**src/design/ile_pkg.sv**
```systemverilog
// ============================================================================
// ile_pkg
// Types and codes shared by the indexed list engine modules.
// ============================================================================
package ile_pkg;

    localparam int POS_BITS       = 10;
    localparam int HANDLE_IO_BITS = 32;
    localparam int LIVE_BITS      = 11;

    typedef enum logic [2:0] {
        FN_APPEND = 3'd0,
        FN_INSERT = 3'd1,
        FN_ERASE  = 3'd2,
        FN_GET    = 3'd3,
        FN_SET    = 3'd4
    } t_func;

    typedef enum logic [1:0] {
        ST_OK     = 2'd0,
        ST_BOUNDS = 2'd1,
        ST_FULL   = 2'd2
    } t_status;

    typedef enum logic [2:0] {
        K_NONE,
        K_WRITE,
        K_READ,
        K_INSERT,
        K_ERASE
    } t_cmd_kind;

    typedef enum logic [1:0] {
        BK_IDLE,
        BK_SHIFT,
        BK_FILL,
        BK_DONE
    } t_bk_state;

    typedef struct packed {
        t_cmd_kind              kind;
        t_status                status;
        logic [LIVE_BITS-1:0]   live_count;
    } t_cmd_ctl;

    typedef struct packed {
        logic [2:0]                func;
        logic [POS_BITS-1:0]       position;
        logic [HANDLE_IO_BITS-1:0] handle_in;
    } t_in_item;

    typedef struct packed {
        logic [HANDLE_IO_BITS-1:0] handle_out;
        logic [LIVE_BITS-1:0]      live_count;
        logic [1:0]                status;
    } t_out_item;

endpackage

```
**src/design/ile_queue.sv**
```systemverilog
// ============================================================================
// ile_queue
// Two-entry command queue between front and back end.
// ============================================================================
module ile_queue #(
    parameter int DATA_BITS = 8
) (
    input  logic                 i_clk,
    input  logic                 i_rst_n,
    input  logic                 i_push,
    output logic                 o_ready,
    input  ile_pkg::t_cmd_ctl    i_ctl,
    input  logic [DATA_BITS-1:0] i_data,
    output logic                 o_valid,
    input  logic                 i_pop,
    output ile_pkg::t_cmd_ctl    o_ctl,
    output logic [DATA_BITS-1:0] o_data
);

    localparam int DEPTH = 2;
    localparam int PW    = $clog2(DEPTH);
    localparam int NW    = $clog2(DEPTH + 1);

    ile_pkg::t_cmd_ctl    r_ctl  [DEPTH];
    logic [DATA_BITS-1:0] r_data [DEPTH];
    logic [PW-1:0]        r_wp;
    logic [PW-1:0]        r_rp;
    logic [NW-1:0]        r_fill;
    logic                 do_pop;

    assign o_ready = (r_fill != NW'(DEPTH));
    assign o_valid = (r_fill != '0);
    assign o_ctl   = r_ctl[r_rp];
    assign o_data  = r_data[r_rp];
    assign do_pop  = i_pop && o_valid;

    always_ff @(posedge i_clk) begin
        if (i_push) begin
            r_ctl[r_wp]  <= i_ctl;
            r_data[r_wp] <= i_data;
        end
    end

    always_ff @(posedge i_clk) begin
        if (!i_rst_n) begin
            r_wp   <= '0;
            r_rp   <= '0;
            r_fill <= '0;
        end else begin
            if (i_push) begin
                r_wp <= r_wp + PW'(1);
            end
            if (do_pop) begin
                r_rp <= r_rp + PW'(1);
            end
            if (i_push && !do_pop) begin
                r_fill <= r_fill + NW'(1);
            end else if (do_pop && !i_push) begin
                r_fill <= r_fill - NW'(1);
            end
        end
    end

endmodule

```
**config.mk**
```make
export PLATFORM = sky130hd
export DESIGN_NAME = ile_queue
export DESIGN_NICKNAME = d
export VERILOG_FILES = /design/src/design/ile_pkg.sv /design/src/design/ile_queue.sv
export SDC_FILE = /design/constraint.sdc
export NUM_CORES = 1
export LEC_CHECK = 0
export ABC_AREA = 1
export ABC_CLOCK_PERIOD_IN_PS = 2400
export BUFFER_PORTS_ARGS = -buffer_cell sky130_fd_sc_hd__buf_2
export CORE_ASPECT_RATIO = 2
export CORE_MARGIN = 4
export CORE_UTILIZATION = 51
export DETAILED_ROUTE_END_ITERATION = 7
export PLACE_DENSITY = 0.77
export SETUP_SLACK_MARGIN = 0.3
export SLEW_MARGIN = 10
export SYNTH_ARGS = -nofsm -noshare
export SYNTH_HDL_FRONTEND = slang
export SYNTH_SLANG_ARGS = --single-unit
```
**constraint.sdc**
```tcl
create_clock -name i_clk -period 2.4 [get_ports i_clk]
set_input_delay 0.24 -clock i_clk [delete_from_list [all_inputs] [get_ports i_clk]]
set_output_delay 0.24 -clock i_clk [all_outputs]
set_load 0.03 [all_outputs]
```
-- Word-level counts from Yosys, hierarchy flattened
Memories as Yosys holds them, arrays and structs flattened. A register that Yosys moved wholly into a read port is not among the register bits.
Index checks and enable logic that the tools add are counted.
- flip-flop bits (word level): 4
- memory bits (writable): 48
- bits of input ports: 28
- output and inout port bits: 26
- logic and storage cells: 25
- memories: 2
- memory list (memory ; depth ; width ; read ports ; clocked after memory_dff ; wr ports ; RTL line ; source):
    r_ctl ; 2 ; 16 ; 1 ; 1 ; 1 ; ile_queue.sv:24 ; ile_pkg::t_cmd_ctl r_ctl [DEPTH];
    r_data ; 2 ; 8 ; 1 ; 1 ; 1 ; ile_queue.sv:25 ; logic [DATA_BITS-1:0] r_data [DEPTH];
- add/subtract/negate cells: 4
- equal/unequal tests: 1
- multiplexer cells: 8
- reduce and logical (&&, ||, !) cells: 7
- operators by type and width (cell ; number):
    1-bit two-way mux ; 6
    2-bit two-way mux ; 2
    2-bit nonzero test ; 2
    1-bit logical AND ; 3
    1-bit adder, second input constant ; 2
    2-bit by 1-bit adder with 2-bit output, second input constant ; 1
    1-bit zero test ; 2
    2-bit != test, second input constant ; 1
    2-bit by 1-bit subtractor with 2-bit output, second input constant ; 1

-- Longest topological paths before layout
- word-level depth: 5
- mapped depth: 9
- depth with buffers taken out: 9

-- Worst setup path after synthesis
Ideal clock, no wire load.
- path kind: reg-to-reg
- start point: register r_wp
- end point: memory r_ctl[0][0] in the netlist's numbering (enable)
- setup time: 0.405 ns
- data arrival time: 1.347 ns
- required time: 1.995 ns
- slack: 0.648 ns
- stages on the path, launching flop included: 2
- path buffers: 0
- period minus slack after synthesis: 1.752 ns
- cells stage by stage: dfxtp_1 > nor2_1
- RTL lines (element ; RTL line ; source):
    start: declaration ; ile_queue.sv:26 ; logic [PW-1:0] r_wp;
    start signal: assignment ; ile_queue.sv:51 ; r_wp <= r_wp + PW'(1);
    end: declaration ; ile_queue.sv:24 ;
No word-level cell before the write port.

==> results.py <==
metrics = {
    "timing": {
        "post-route-min-period_ns": 1.873,
        "rsz0062_at_grt": "no",
        "fmax_ghz": 0.5340,
        "fin_setup_tns_ns": 0,
        "maxSlewHeadroom_pct": 64.18,
        "timing.clock.skew_ns": 0.008900,
        "worstMarginPinSlew_ns": 0.5367,
        "endpoints_failing_setup": 0,
        "hold_viol_final": 0,
        "timing.final.max_slew_violations": 0,
        "final.period_utilization_pct": 78.03,
    },
    "synth": {
        "count_of_distinct_cell_types_in_the_synthesized_netlist": 15,
        "synth_top_cell_by_area": "sky130_fd_sc_hd__edfxtp_1",
        "postSynthCellCount": 111,
        "average_instance_area_after_synthesis_um2": 18.68,
        "synth_edf_count": 48,
        "syn_nets": 140,
        "postSynthRegisterBits": 53,
        "yosysMostFrequentCell": "sky130_fd_sc_hd__edfxtp_1",
        "synth.cell_area_um2": 2073,
        "postSynth.asyncResetShare_pct": 0,
        "synth-seq-area-share_pct": 74.35,
        "ys_top_cells_by_count": "48 x sky130_fd_sc_hd__edfxtp_1, 20 x sky130_fd_sc_hd__mux2_4, 10 x sky130_fd_sc_hd__nand2_1, 8 x sky130_fd_sc_hd__inv_1, 7 x sky130_fd_sc_hd__nor2_1",
        "synth-warning-count": 0,
        "synth_area_leaders": "sky130_fd_sc_hd__edfxtp_1 70%, sky130_fd_sc_hd__mux2_4 14%, sky130_fd_sc_hd__dfxtp_1 4.8%",
        "synth_top_flop_cell": "sky130_fd_sc_hd__edfxtp_1",
        "synth_top_cell_area_share_pct": 69.52,
    },
    "pwr": {
        "power_report.internal_total_uw": 1434,
        "p_comb_share_pct": 21.4,
        "p_sw_share_pct": 26.66,
        "clock_power_share_pct": 22.8,
        "p_seq_share_pct": 55.8,
        "ir_worst_vdd_mv": 0.5055,
        "leakage_uw": 0.001007,
        "power.density_cell_area_nw_per_um2": 796.1,
        "power_switching_uw": 521.3,
    },
    "setup_path": {
        "cp.required_ns": 2.16,
        "critPathLaunchType": "register",
        "crit_path_class": "register to output port",
        "cpLargestDelayFamily": "buffers and inverters",
        "timing.critical_path.arrival_ns": 1.63,
        "critical_path.max_fanout": 22,
        "cpMaxStageDelayCell": "sky130_fd_sc_hd__dfxtp_1",
        "critPathCaptureType": "output port",
        "max_stage_delay_ns": 0.39,
        "worst-path-buf-inv": 2,
        "r2r-start": "r_wp",
        "crit_path_cell_trace": "buf_4 -> mux2_2 -> buf_2",
    },
    "finish": {
        "area.growth.synth_to_final_pct": 18.47,
        "nFillCells": 297,
        "finish.instance_area_um2": 2456,
        "ff_latch_area_um2": 1541,
        "multi_input_area_um2": 452.9,
        "design.final.nets": 200,
        "drive_gt1_share_pct": 50.00,
        "antenna-diode-count": 0,
    },
    "global_routing": {
        "gr-usage-all-layers_pct": 14.01,
        "grt_pass1_wl_um": 5161,
        "grt_antenna_before_repair": 0,
        "grt_max_degree": 23,
        "globalRoute.totalOverflow": 0,
        "first_global_vias": 1138,
    },
    "clock_tree": {
        "clk-insertion-delay-late_ns": 0.29,
        "post-cts-setup-buffer-count": 0,
        "cts.clk_slew.worst_paths_ns": 0.09,
        "clkSinkCount": 53,
        "cts_buffers": 5,
        "cts_hold_repair.buffers": 0,
        "htree_levels": 2,
        "tritoncts_clock_tree": "built",
        "clockRootBuffer": "sky130_fd_sc_hd__clkbuf_8",
        "postCtsResizedCells": 0,
        "cts_buffer_depth": 2,
    },
    "place": {
        "postPlaceCellArea_um2": 2376,
        "final_weighted_congestion_in_routability_driven_placement": 0.6115,
        "io_buffer_count": 53,
        "hpwlAfterDp_um": 2603,
    },
    "floorplan": {
        "standard_cell_rows": 32,
        "top_level_ports": 54,
        "die_area_um2": 5211,
        "placeableCoreArea_um2": 3884,
        "dieHeight_um": 98.17,
        "floorplan.die.width_um": 53.09,
        "initial_core_util_pct": 53.38,
    },
    "routing": {
        "metal_1_wl_um": 1091,
        "routed-wl-met2_um": 2119,
        "detail_route.wirelength_um": 3469,
        "drt_drc_violations_left": 0,
        "wl_met3_um": 208,
        "wl_per_cell_um": 15.56,
        "ant_nets": 0,
        "vias": 1084,
        "routed.top_layer": "met4",
        "first_iter_violations": 31,
        "avgViaCountPerCell": 4.861,
        "drt-pass1-iter-count": 4,
    },
    "run_status": {
        "outcome": "finished, final reports clean",
    },
    "flow_run": {
        "max_cap_violations": 0,
    },
    "hold_path": {
        "worstHoldPathType": "primary input to register",
        "worstHoldStart": "i_ctl[0]",
    },
}
## worst register-to-register path, cell delays in order (launching register included)
cell	delay (ns)
sky130_fd_sc_hd__dfxtp_1	0.38
sky130_fd_sc_hd__nand2_1	0.08
sky130_fd_sc_hd__inv_1	0.39
sky130_fd_sc_hd__buf_4	0.30
## metrics by stage
stage / setup slack (ns) / utilization [%] / hold WS (ns) / cells / total power, uW
floorplan: 0.6476 / - / 0.3389 / 111 / 1437
global placement: 0.8780 / 61.18 / 0.4295 / 215 / 1510
detailed placement: 0.8202 / 61.18 / 0.4326 / 215 / 1533
CTS: 0.5025 / 63.24 / 0.1223 / 223 / 1972
global route: 0.4541 / 63.24 / 0.1151 / 223 / 2030
finish: 0.5272 / 63.24 / 0.1338 / 223 / 1955
## power by group through the flow
stage	registers [uW]	clock network (uW)	logic, uW
after floorplan	1100	0	334
after global placement	1110	0	405
after detailed placement	1110	0	421
after CTS	1090	457	423
after global routing	1100	492	442
final	1090	446	418
## final cells by class
cell class                 instances  area share (%)
sequential                        53           62.76
multi-input combinational         47           18.44
timing repair buffer              56           11.72
clock buffer                       7           3.107
tap                               51           2.598
inverter                           8           1.223
clock inverter                     1          0.1528
## flip-flops by register name (all words and copies together) (netlist names), named ones only
name and flops:
r_ctl 32, r_fill 2, r_wp 1, r_rp 1
r_data 16
## cell families after synthesis
kind of cell,Yosys count,synth area share [%]
simple gates,19,3.621
fa+ha+maj,1,0.6034
buf+inv,11,3.923
flops,53,74.35
compound gates,3,0.8446
mux,24,16.66
## layer usage
layer,vias to the layer above,track usage [%]
li1,523,-
met1,524,13.27
met2,33,26.05
met3,4,3.511
met4,0,6.693
met5,-,0
## worst paths after layout
path / endpoint / slack [ns] / cells after the start
worst max-delay path: o_ctl[8] / 0.53 / 3
worst min-delay path: r_ctl[1][0] / 0.13 / 1
worst max register to register: r_ctl[1][13] / 0.95 / 3
worst min register to register: register / 0.52 / 2
## cells in the final DEF, fill, tap and decap left out, drive strengths merged
master   n
buf     56
edfxtp  48
mux2    24
nand2   10
inv      8
nor2     7
clkbuf   7
dfxtp    5
o21a     1
o21ai    1
a21oi    1
nand3    1
nand4    1
ha       1
clkinv   1
(Power assumes the default switching activity.)
