## config.mk

```make
export PLATFORM = sky130hd
export DESIGN_NAME = ile_front
export DESIGN_NICKNAME = d
export VERILOG_FILES = /design/src/design/ile_pkg.sv /design/src/design/ile_front.sv
export SDC_FILE = /design/constraint.sdc
export NUM_CORES = 1
export LEC_CHECK = 0
export ABC_CLOCK_PERIOD_IN_PS = 6100
export BUFFER_PORTS_ARGS = -buffer_cell sky130_fd_sc_hd__buf_4
export CORE_MARGIN = 1.5
export CORE_UTILIZATION = 48
export DETAILED_ROUTE_END_ITERATION = 6
export HOLD_SLACK_MARGIN = 0.15
export PLACE_DENSITY = 0.95
export SLEW_MARGIN = 20
export SYNTH_ARGS = -nofsm -noshare
export SYNTH_HDL_FRONTEND = slang
export SYNTH_SLANG_ARGS = --single-unit
```

## constraint.sdc

```tcl
create_clock -name i_clk -period 6.1 [get_ports i_clk]
set_input_delay 1.22 -clock i_clk [delete_from_list [all_inputs] [get_ports i_clk]]
set_output_delay 1.22 -clock i_clk [all_outputs]
set_load 0.02 [all_outputs]
```

## src/design/ile_pkg.sv

```systemverilog
// ============================================================================
// ile_pkg
// Types and codes shared by the indexed list engine modules.
// ============================================================================
package ile_pkg;

    localparam int POS_BITS       = 10;
    localparam int HANDLE_IO_BITS = 32;
    localparam int LIVE_BITS      = 11;

    typedef enum logic [2:0] {
        FN_APPEND = 3'd0,
        FN_INSERT = 3'd1,
        FN_ERASE  = 3'd2,
        FN_GET    = 3'd3,
        FN_SET    = 3'd4
    } t_func;

    typedef enum logic [1:0] {
        ST_OK     = 2'd0,
        ST_BOUNDS = 2'd1,
        ST_FULL   = 2'd2
    } t_status;

    typedef enum logic [2:0] {
        K_NONE,
        K_WRITE,
        K_READ,
        K_INSERT,
        K_ERASE
    } t_cmd_kind;

    typedef enum logic [1:0] {
        BK_IDLE,
        BK_SHIFT,
        BK_FILL,
        BK_DONE
    } t_bk_state;

    typedef struct packed {
        t_cmd_kind              kind;
        t_status                status;
        logic [LIVE_BITS-1:0]   live_count;
    } t_cmd_ctl;

    typedef struct packed {
        logic [2:0]                func;
        logic [POS_BITS-1:0]       position;
        logic [HANDLE_IO_BITS-1:0] handle_in;
    } t_in_item;

    typedef struct packed {
        logic [HANDLE_IO_BITS-1:0] handle_out;
        logic [LIVE_BITS-1:0]      live_count;
        logic [1:0]                status;
    } t_out_item;

endpackage

```

## src/design/ile_front.sv

```systemverilog
// ============================================================================
// ile_front
// Accepts requests, checks bounds against the running count and issues
// memory commands to the back end.
// ============================================================================
module ile_front #(
    parameter int CAPACITY    = 1024,
    parameter int HANDLE_BITS = 32
) (
    input  logic              i_clk,
    input  logic              i_rst_n,
    input  logic              i_valid,
    output logic              o_ready,
    input  ile_pkg::t_in_item i_item,
    output logic              o_push,
    output ile_pkg::t_cmd_ctl o_ctl,
    output logic [$clog2(CAPACITY+1)+$clog2(CAPACITY)+HANDLE_BITS-1:0] o_data,
    input  logic              i_q_ready
);

    localparam int CW   = $clog2(CAPACITY + 1);
    localparam int AW   = $clog2(CAPACITY);
    localparam int CMPW = (CW > ile_pkg::POS_BITS) ? CW : ile_pkg::POS_BITS;

    logic [CW-1:0]          r_count;
    logic [CW-1:0]          n_count;
    logic [CMPW-1:0]        pos_x;
    logic [CMPW-1:0]        cnt_x;
    logic                   full;
    logic [AW-1:0]          addr;
    ile_pkg::t_cmd_kind     kind;
    ile_pkg::t_status       status;

    assign o_ready = i_q_ready;
    assign o_push  = i_valid && i_q_ready;

    assign pos_x = CMPW'(i_item.position);
    assign cnt_x = CMPW'(r_count);
    assign full  = (r_count == CW'(CAPACITY));

    always_comb begin
        n_count = r_count;
        kind    = ile_pkg::K_NONE;
        status  = ile_pkg::ST_OK;
        addr    = AW'(i_item.position);
        unique case (ile_pkg::t_func'(i_item.func))
            ile_pkg::FN_APPEND: begin
                addr = AW'(r_count);
                if (full) begin
                    status = ile_pkg::ST_FULL;
                end else begin
                    kind    = ile_pkg::K_WRITE;
                    n_count = r_count + CW'(1);
                end
            end
            ile_pkg::FN_INSERT: begin
                if (pos_x > cnt_x) begin
                    status = ile_pkg::ST_BOUNDS;
                end else if (full) begin
                    status = ile_pkg::ST_FULL;
                end else begin
                    kind    = ile_pkg::K_INSERT;
                    n_count = r_count + CW'(1);
                end
            end
            ile_pkg::FN_ERASE: begin
                if (pos_x >= cnt_x) begin
                    status = ile_pkg::ST_BOUNDS;
                end else begin
                    kind    = ile_pkg::K_ERASE;
                    n_count = r_count - CW'(1);
                end
            end
            ile_pkg::FN_GET: begin
                if (pos_x >= cnt_x) begin
                    status = ile_pkg::ST_BOUNDS;
                end else begin
                    kind = ile_pkg::K_READ;
                end
            end
            ile_pkg::FN_SET: begin
                if (pos_x >= cnt_x) begin
                    status = ile_pkg::ST_BOUNDS;
                end else begin
                    kind = ile_pkg::K_WRITE;
                end
            end
            default: begin
            end
        endcase
    end

    assign o_ctl.kind       = kind;
    assign o_ctl.status     = status;
    assign o_ctl.live_count = ile_pkg::LIVE_BITS'(n_count);
    assign o_data           = {r_count, addr, HANDLE_BITS'(i_item.handle_in)};

    always_ff @(posedge i_clk) begin
        if (!i_rst_n) begin
            r_count <= '0;
        end else if (o_push) begin
            r_count <= n_count;
        end
    end

endmodule

```

# Yosys cells after proc, flatten, opt, wreduce, memory -nomap -nowiden
# Cells that the tools add are included.
# Widths: inputs -> output; s select.
[classes]
addsub = 2
n_lt_le_gt_ge = 2
n_reduce_logical = 3
mux = 16
n_eq_ne = 5
[op_table]
columns = ["op", "n"]
rows = [
  ["$mux 11", 3],
  ["$pmux 11 s3", 1],
  ["$pmux 3 s5", 1],
  ["$add 11x1->11 const B", 1],
  ["$eq 11x11->1 const B", 1],
  ["$ge 10x11->1", 1],
  ["$gt 10x11->1", 1],
  ["$sub 11x1->11 const B", 1],
  ["$mux 10", 1],
  ["$mux 2", 5],
  ["$eq 3x2->1 const B", 2],
  ["$pmux 2 s3", 1],
  ["$eq 3x1->1 const B", 1],
  ["$eq 3x3->1 const B", 1],
  ["$logic_not 3->1", 1],
  ["$mux 1", 3],
  ["$mux 3", 1],
  ["$reduce_or 3->1", 1],
  ["$logic_and 1x1->1", 1],
]
[word_totals]
ff_bits = 11
elab_cells = 29

# Depth between registers and ports, before layout
# Gate-level depths: netlist (run 1).
[logic_depth]
word_depth = 4
mapped_depth = 11
depth_no_buf = 8

# Worst setup path after synthesis (run 1)
# Ideal clock, no wire load.
[synth_timing]
kind = "input-to-output"
from = "in i_item[40] in the netlist's numbering"
to = "out o_ctl[3] in the netlist's numbering"
setup_slack_ps = 1588
path_buffers = 0
cell_stages = 7
required_time_ps = 4880
arrival_time_ps = 3292
path_cell_list = "ha_1 a211oi_1 or3_1 o211ai_4 nor3_1 a2bb2oi_2 xnor2_1"
[synth_lines]
columns = ["item", "line_no", "rtl"]
rows = [
  ["start: declaration", "ile_front.sv:14", "input ile_pkg::t_in_item i_item,"],
  ["end: declaration", "ile_front.sv:16", "output ile_pkg::t_cmd_ctl o_ctl,"],
]

==> flow_metrics.env, run 1 <==
export IMPL_status="finished clean"
export IMPL_die_area_mm2=0.00469
export IMPL_layout_common_cells="buf_4 (55), nand2_1 (26), nor2_1 (17), inv_1 (13), ha_1 (13)"
export IMPL_via_per_inst=6.26
export IMPL_drive_gt1_share_pct=33.5
export IMPL_tightest_slew_ns=0.821
export IMPL_post_dp_hpwl_um=4420
export IMPL_period_minus_slack_ns=4.83
export IMPL_seq_area_frac_synth_pct=10.7
export IMPL_slew_viol_final=0
export IMPL_numCtsBuffers=3
export IMPL_mostFrequentLayoutCell="buf_4"
export IMPL_synth_warnings=0
export IMPL_yosysUniqueCellTypes=64
export IMPL_setup_tns_ns=0
export IMPL_avgSynthCellArea_um2=7.70
export IMPL_cts_resized_gates=0
export IMPL_drt_iter0_markers=196
export IMPL_drc=0
export IMPL_maxCapViolations=0
export IMPL_dr_pass1_iters=4
export IMPL_syn_area_mm2=0.00206
export IMPL_nNetsFinal=341
export IMPL_num_rows=23
export IMPL_ys_ff_latch=11
export IMPL_die_x_um=68.5
export IMPL_grt_pass1_vias=1868
export IMPL_utilization_pct=55.2
export IMPL_clk_pin_slew_ns=0.05
export IMPL_layoutNonFillerInstCount=328
export IMPL_clkSinkCount=11
export IMPL_postCtsSetupBuffers=0
export IMPL_cts_hold_buffers=0
export IMPL_crit_top_cell="buf_4"
export IMPL_hold_class="reg2reg"
export IMPL_critPathRequiredTime_ns=4.88
export IMPL_arrival_ns=3.61
export IMPL_io_buffer_count=55
export IMPL_start_util_pct=50.7
export IMPL_cts_tree="built"
export IMPL_multi_input_area_mm2=0.00144
export IMPL_synth_cells=267
export IMPL_slew_headroom_pct=45.1
export IMPL_core_area_mm2=0.00406
export IMPL_fin_skew_ns=0.00257
export IMPL_powerDensity_mw_per_mm2=132
export IMPL_place_inst=324
export IMPL_die_y_um=68.5
export IMPL_critPathCaptureType="primary output"
export IMPL_finalCritPeriodShare_pct=79.2
export IMPL_routed_wl_um=5740
export IMPL_grt_pass1_wl_um=8850
export IMPL_path_cells="buf_4, ha_1, a211oi_1, or3_1, o211a_1, a41oi_1, nor4_1, a21oi_1, buf_4"
export IMPL_grt_max_degree=19
export IMPL_rsz0062_at_grt="no"
export IMPL_clk_path_buf_depth=2
export IMPL_fmax_mhz=207
export IMPL_synth_nets=329
export IMPL_area_growth_pct=8.94
export IMPL_wl_per_cell_um=17.5
export IMPL_hold_viol_final=0
export IMPL_worst_path_max_delay_cell="o211a_1"
export IMPL_power_leakage_nw=0.903
export IMPL_ioPinCount=120
export IMPL_worstSetupPathType="in2out"
export IMPL_antenna_found_initial=0
export IMPL_gp_congestion=0.965
export IMPL_ir_drop_v=0.000101
export IMPL_largest_register_ffs=11
export IMPL_grt_usage_pct=25.0
export IMPL_cp_start_kind="input port"
export IMPL_crit_buf_inv=2
export IMPL_ant_nets=0
export IMPL_num_vias=2054
export IMPL_overflow=0
export IMPL_root_buffer="clkbuf_8"
export IMPL_clk_latency_ns=0.24
export IMPL_slowest_delay_ns=0.56
export IMPL_antenna_cells=0
export IMPL_htree_levels=1
export IMPL_setup_viol=0
export IMPL_register_area_um2=220
export IMPL_path_delay_family="compound AO/OA/AOI/OAI gates"
export IMPL_cp_max_fo=18
export IMPL_fillers=379
export IMPL_total_power_mw=0.296
synthesized netlist by cell type, drive strengths merged:
cell	number	share of area (%)
o2111ai	1	0.73
buf	42	15
or4	3	1.3
mux2	9	4.9
o32ai	1	0.43
dfxtp	11	11
o221ai	2	0.85
a2bb2oi	1	0.73
or3	3	1.2
o311ai	1	0.43
a211oi	8	3.8
and3	2	0.61
o21a	1	0.37
nor4	8	2.7
nand2	28	5.4
clkinv	1	0.18
clkbuf	6	1.1
a31oi	2	0.61
or2	1	0.30
nand3b	1	0.37
or3b	1	0.43
o211a	1	0.49
a221oi	3	1.6
a41oi	3	1.3
nand3	12	3.2
a2111oi	3	1.6
o211ai	3	1.8
a22oi	2	0.73
o2bb2ai	1	0.43
nor2	19	4.0
nand4b	1	1.2
xnor2	7	3.0
inv	14	2.6
nand4	4	1.2
mux2i	9	4.4
a21oi	9	2.6
o21ai	15	4.4
a211o	2	1.3
nor3	11	3.2
o22ai	1	0.61
o32a	1	0.49
ha	13	7.9
stage by stage:
stage               setup WS (ns)  area, um2  hold slack [ns]
global placement             1.35       2200            0.526
finish                       1.27       2240            0.554
detailed placement           1.30       2200            0.540
global route                 1.12       2240            0.559
CTS                          1.30       2240            0.551
floorplan                    1.59       2060            0.575
cell type report:
class	instances	area share, %
clock buffer	4	2.01
timing repair buffer	55	18.4
sequential	11	9.83
inverter	15	2.51
multi-input combinational	193	64.4
tap	50	2.79
per-layer routing:
layer	global-route usage (%)	wire, um
met1	32.0	2280
met2	40.9	2640
met3	5.26	672
met4	9.25	149
met5	0	0
cells by family after synthesis:
group	count (synthesis)	share of synthesized area, %
AND/OR/NAND/NOR	94	24.9
buffers and inverters	63	19.1
AO/OA/AOI/OAI	61	25.1
multiplexers	18	9.31
adder cells (fa/ha/maj)	13	7.91
flip-flops	11	10.7
XOR/XNOR	7	2.98
tightest hold or removal path, stage by stage (launching register included):
cell and delay [ns]:
dfxtp_1 0.37, nand2_1 0.08, mux2i_1 0.06
path summary, 6_finish.rpt:
kind	start	to	slack, ns	cells after the start
worst min-delay path	cnt_x[5]$_SDFFE_PN0P_	cnt_x[5]$_SDFFE_PN0P_	0.55	2
worst min register to register	cnt_x[5]$_SDFFE_PN0P_	cnt_x[5]$_SDFFE_PN0P_	0.55	2
worst max-delay path	i_item[40]	o_ctl[8]	1.27	9
worst max register to register	cnt_x[2]$_SDFFE_PN0P_	cnt_x[3]$_SDFFE_PN0P_	3.01	8
power breakdown:
part / internal (mW) / switching (mW)
clock: 0.0462 / 0.0309
sequential: 0.0735 / 0.00398
combinational: 0.0567 / 0.0848
(Power assumes the default switching activity.)
==> inputs of run 2 (changes only) <==
ABC_CLOCK_PERIOD_IN_PS = 4000   (was 6100)
CORE_UTILIZATION = 41   (was 48)
PLACE_DENSITY = 0.9   (was 0.95)
clock period = 4 ns   (was 6.1 ns; I/O delays follow)
==> flow_metrics.env, run 2 (synthesized netlist as in run 1, its figures left out) <==
export IMPL_setup_tns_ns=0
export IMPL_io_buffer_count=55
export IMPL_layoutNonFillerInstCount=357
export IMPL_fmax_mhz=265
export IMPL_clk_latency_ns=0.25
export IMPL_routed_wl_um=6300
export IMPL_htree_levels=1
export IMPL_crit_buf_inv=3
export IMPL_drt_iter0_markers=175
export IMPL_rsz0062_at_grt="no"
export IMPL_maxCapViolations=0
export IMPL_tightest_slew_ns=0.625
export IMPL_root_buffer="clkbuf_8"
export IMPL_cts_resized_gates=0
export IMPL_drc=0
export IMPL_hold_class="reg2reg"
export IMPL_via_per_inst=5.93
export IMPL_fillers=481
export IMPL_largest_register_ffs=11
export IMPL_clk_path_buf_depth=2
export IMPL_dr_pass1_iters=5
export IMPL_ioPinCount=120
export IMPL_cp_start_kind="input port"
export IMPL_setup_viol=0
export IMPL_hold_viol_final=0
export IMPL_powerDensity_mw_per_mm2=197
export IMPL_mostFrequentLayoutCell="buf_4"
export IMPL_hold_ws_ns=0.548
export IMPL_drive_gt1_share_pct=36.6
export IMPL_antenna_found_initial=0
export IMPL_critPathRequiredTime_ns=3.20
export IMPL_die_x_um=73.8
export IMPL_clk_pin_slew_ns=0.06
export IMPL_crit_top_cell="buf_4"
export IMPL_fin_skew_ns=0.00145
export IMPL_die_y_um=73.8
export IMPL_grt_pass1_vias=1910
export IMPL_post_dp_hpwl_um=4920
export IMPL_gp_congestion=0.996
export IMPL_area_growth_pct=14.4
export IMPL_place_inst=353
export IMPL_ir_drop_v=0.000136
export IMPL_start_util_pct=43.0
export IMPL_slew_headroom_pct=57.9
export IMPL_grt_pass1_wl_um=9880
export IMPL_wl_per_cell_um=17.6
export IMPL_layout_common_cells="buf_4 (67), nand2_1 (26), nor2_1 (17), inv_1 (13), ha_1 (13)"
export IMPL_num_rows=25
export IMPL_status="finished clean"
export IMPL_antenna_cells=0
export IMPL_cts_hold_buffers=0
export IMPL_arrival_ns=2.98
export IMPL_path_cells="buf_4, ha_1, nand4_1, a211o_4, o211a_1, buf_4, o21ai_4, a22oi_1, o21ai_0, buf_4"
export IMPL_slowest_delay_ns=0.35
export IMPL_die_area_mm2=0.00545
export IMPL_numCtsBuffers=3
export IMPL_total_power_mw=0.464
export IMPL_ant_nets=0
export IMPL_worstSetupPathType="in2out"
export IMPL_core_area_mm2=0.00479
export IMPL_clkSinkCount=11
export IMPL_cts_tree="built"
export IMPL_cp_max_fo=10
export IMPL_path_delay_family="compound AO/OA/AOI/OAI gates"
export IMPL_postCtsSetupBuffers=0
export IMPL_slew_viol_final=0
export IMPL_worst_path_max_delay_cell="a211o_4"
export IMPL_finalCritPeriodShare_pct=94.5
export IMPL_nNetsFinal=353
export IMPL_power_leakage_nw=0.970
export IMPL_grt_usage_pct=23.7
export IMPL_critPathCaptureType="primary output"
export IMPL_num_vias=2116
export IMPL_grt_max_degree=17
export IMPL_overflow=0
export IMPL_period_minus_slack_ns=3.78
==> run 2: cell types whose count changed in the layout (fill, tap and decap cells not counted), sizes merged <==
cell / previous run / this run
buf: 55 / 67
clkinv: 1 / 2
clkbuf: 4 / 3
==> run 2: routing by layer <==
| metal | vias up | track usage (%) | wire length, um |
|---|---|---|---|
| met5 | - | 0 | 0 |
| met4 | 0 | 7.00 | 119 |
| met3 | 13 | 4.12 | 465 |
| met2 | 107 | 38.2 | 2950 |
| met1 | 1003 | 32.0 | 2760 |
| li1 | 993 | - | - |
==> run 2: power breakdown <==
| group | switching, mW | internal (mW) |
|---|---|---|
| combinational | 0.137 | 0.0911 |
| sequential | 0.00267 | 0.112 |
| clock | 0.0523 | 0.0689 |
==> run 2: cell type report <==
cell class	count	area (um2)	share of cell area [%]
clock buffers	3	41.3	1.75
inverters	15	56.3	2.39
well taps	67	83.8	3.56
clock inverters	1	5.00	0.213
repair buffers	67	503	21.4
multi-input cells	193	1440	61.4
flip-flops and latches	11	220	9.36
==> run 2: worst reg2reg max path: stages, from the launching register on <==
cell and delay, ns:
dfxtp_1 0.45, inv_1 0.18, ha_1 0.33, nand4_1 0.20, a211o_4 0.15, o211a_1 0.32, buf_4 0.25, o21ai_0 0.13
a2111oi_2 0.49, mux2i_1 0.22
==> run 2: worst paths after layout <==
check                           slack (ns)  depth (start not counted)             startpoint                     to
worst max-delay path                  0.22                         10             i_item[38]               o_ctl[4]
worst min-delay path                  0.55                          3  cnt_x[3]$_SDFFE_PN0P_  cnt_x[3]$_SDFFE_PN0P_
worst max register to register        1.21                          9  cnt_x[5]$_SDFFE_PN0P_  cnt_x[3]$_SDFFE_PN0P_
worst min register to register        0.55                          3  cnt_x[3]$_SDFFE_PN0P_  cnt_x[3]$_SDFFE_PN0P_
==> run 2: metrics by stage <==
| stage | utilization, % | worst slack (ns) | cell area [um2] |
|---|---|---|---|
| finish | 49.2 | 0.221 | 2350 |
| global route | 49.2 | 0.0192 | 2350 |
| global placement | 48.2 | 0.234 | 2310 |
| CTS | 49.2 | 0.235 | 2350 |
| floorplan | - | 0.328 | 2060 |
| detailed placement | 48.2 | 0.246 | 2310 |
==> inputs of run 3 (changes only) <==
PLACE_DENSITY = 0.79   (was 0.9)
==> flow_metrics.env, run 3 (synthesized netlist as in run 1, its figures left out) <==
export IMPL_layout_common_cells="buf_4 (66), nand2_1 (26), nor2_1 (17), inv_1 (13), ha_1 (13)"
export IMPL_fin_skew_ns=0.000960
export IMPL_cp_max_fo=10
export IMPL_status="finished clean"
export IMPL_start_util_pct=43.0
export IMPL_postCtsSetupBuffers=0
export IMPL_die_x_um=73.8
export IMPL_routed_wl_um=6290
export IMPL_p_sw_mw=0.186
export IMPL_fmax_mhz=268
export IMPL_grt_pass1_wl_um=9860
export IMPL_area_growth_pct=15.0
export IMPL_power_leakage_nw=0.966
export IMPL_place_inst=353
export IMPL_largest_register_ffs=11
export IMPL_clk_latency_ns=0.24
export IMPL_gp_congestion=0.955
export IMPL_p_seq_share_pct=24.9
export IMPL_comb_power_share_pct=50.0
export IMPL_grt_pass1_vias=2004
export IMPL_core_area_mm2=0.00479
export IMPL_arrival_ns=2.94
export IMPL_maxCapViolations=0
export IMPL_worstSetupPathType="in2out"
export IMPL_ioPinCount=120
export IMPL_ant_nets=0
export IMPL_drt_iter0_markers=156
export IMPL_tightest_slew_ns=0.586
export IMPL_antenna_cells=0
export IMPL_overflow=0
export IMPL_critPathCaptureType="primary output"
export IMPL_via_per_inst=5.92
export IMPL_clock_power_share_pct=25.1
export IMPL_num_vias=2112
export IMPL_critPathRequiredTime_ns=3.20
export IMPL_finalCritPeriodShare_pct=93.4
export IMPL_ir_drop_v=0.000177
export IMPL_hold_class="reg2reg"
export IMPL_setup_viol=0
export IMPL_period_minus_slack_ns=3.74
export IMPL_cp_start_kind="input port"
export IMPL_sw_frac_of_total_pct=40.1
export IMPL_grt_max_degree=17
export IMPL_setup_tns_ns=0
export IMPL_clkSinkCount=11
export IMPL_slew_headroom_pct=60.5
export IMPL_rsz0062_at_grt="no"
export IMPL_antenna_found_initial=0
export IMPL_htree_levels=1
export IMPL_slew_viol_final=0
export IMPL_num_rows=25
export IMPL_clk_path_buf_depth=2
export IMPL_drive_gt1_share_pct=36.6
export IMPL_clk_pin_slew_ns=0.05
export IMPL_p_int_mw=0.277
export IMPL_wl_per_cell_um=17.6
export IMPL_drc=0
export IMPL_root_buffer="clkbuf_8"
export IMPL_cts_tree="built"
export IMPL_layoutNonFillerInstCount=357
export IMPL_nNetsFinal=353
export IMPL_post_dp_hpwl_um=4950
export IMPL_die_area_mm2=0.00545
export IMPL_hold_viol_final=0
export IMPL_die_y_um=73.8
export IMPL_powerDensity_mw_per_mm2=196
export IMPL_numCtsBuffers=3
export IMPL_mostFrequentLayoutCell="buf_4"
export IMPL_io_buffer_count=55
export IMPL_dr_pass1_iters=5
export IMPL_grt_usage_pct=23.5
## run 3: changes by cell type in the layout (fill, tap and decap cells not counted)
cell	before	now
buf_4	67	66
buf_12	0	1
o211a_1	1	0
o211a_2	0	1
clkinv_2	1	0
clkbuf_1	0	1
## run 3: critical path, stage by stage
cell	delay, ns
buf_4	0.11
ha_1	0.33
a211oi_1	0.23
or3_1	0.22
o211ai_4	0.18
or4_1	0.58
xnor2_1	0.15
o21ai_0	0.15
buf_4	0.17
## run 3: per-layer routing
layer  up-vias  share of wire, %  GRT usage, %
li1       1001                 -             -
met2       114                46          37.6
met3        24               7.5          4.53
met4         0               2.8          9.26
met5         -                 0             0
met1       973                44          30.9
## run 3: layout make-up
class	instances	area, um2
Fill cell	488	2420
Tap cell	67	83.8
Sequential cell	11	220
Multi-Input combinational cell	193	1440
Clock buffer	4	45.0
Timing Repair Buffer	67	515
Inverter	15	56.3
## run 3: final timing paths
path         cells past startpoint  slack [ns]                     to                  start
max                              9        0.26               o_ctl[4]             i_item[40]
min reg2reg                      3        0.55  cnt_x[3]$_SDFFE_PN0P_  cnt_x[3]$_SDFFE_PN0P_
min                              3        0.55  cnt_x[3]$_SDFFE_PN0P_  cnt_x[3]$_SDFFE_PN0P_
max reg2reg                      9        1.29  cnt_x[3]$_SDFFE_PN0P_  cnt_x[5]$_SDFFE_PN0P_
## run 3: power by group through the flow
stage               combinational [mW]  clock [mW]  sequential, mW
floorplan                        0.197           0           0.120
CTS                              0.231       0.118           0.115
finish                           0.232       0.116           0.115
global placement                 0.227           0           0.117
detailed placement               0.229           0           0.117
global route                     0.249       0.124           0.115
## run 3: stage by stage
step	utilization, %	hold WS (ns)	cell area, um2	setup WS, ns	power [mW]
after floorplan	-	0.575	2060	0.328	0.317
after global placement	48.5	0.521	2320	0.232	0.344
after detailed placement	48.5	0.539	2320	0.192	0.346
after CTS	49.4	0.547	2360	0.200	0.464
after global routing	49.4	0.592	2360	0.0632	0.488
final	49.4	0.549	2360	0.262	0.463
## run 3: repair_timing
| item | in CTS | in global routing |
|---|---|---|
| hold buffers | 0 | 0 |
| setup endpoints to repair | 0 | 1 |
| resized for setup | 0 | 1 |
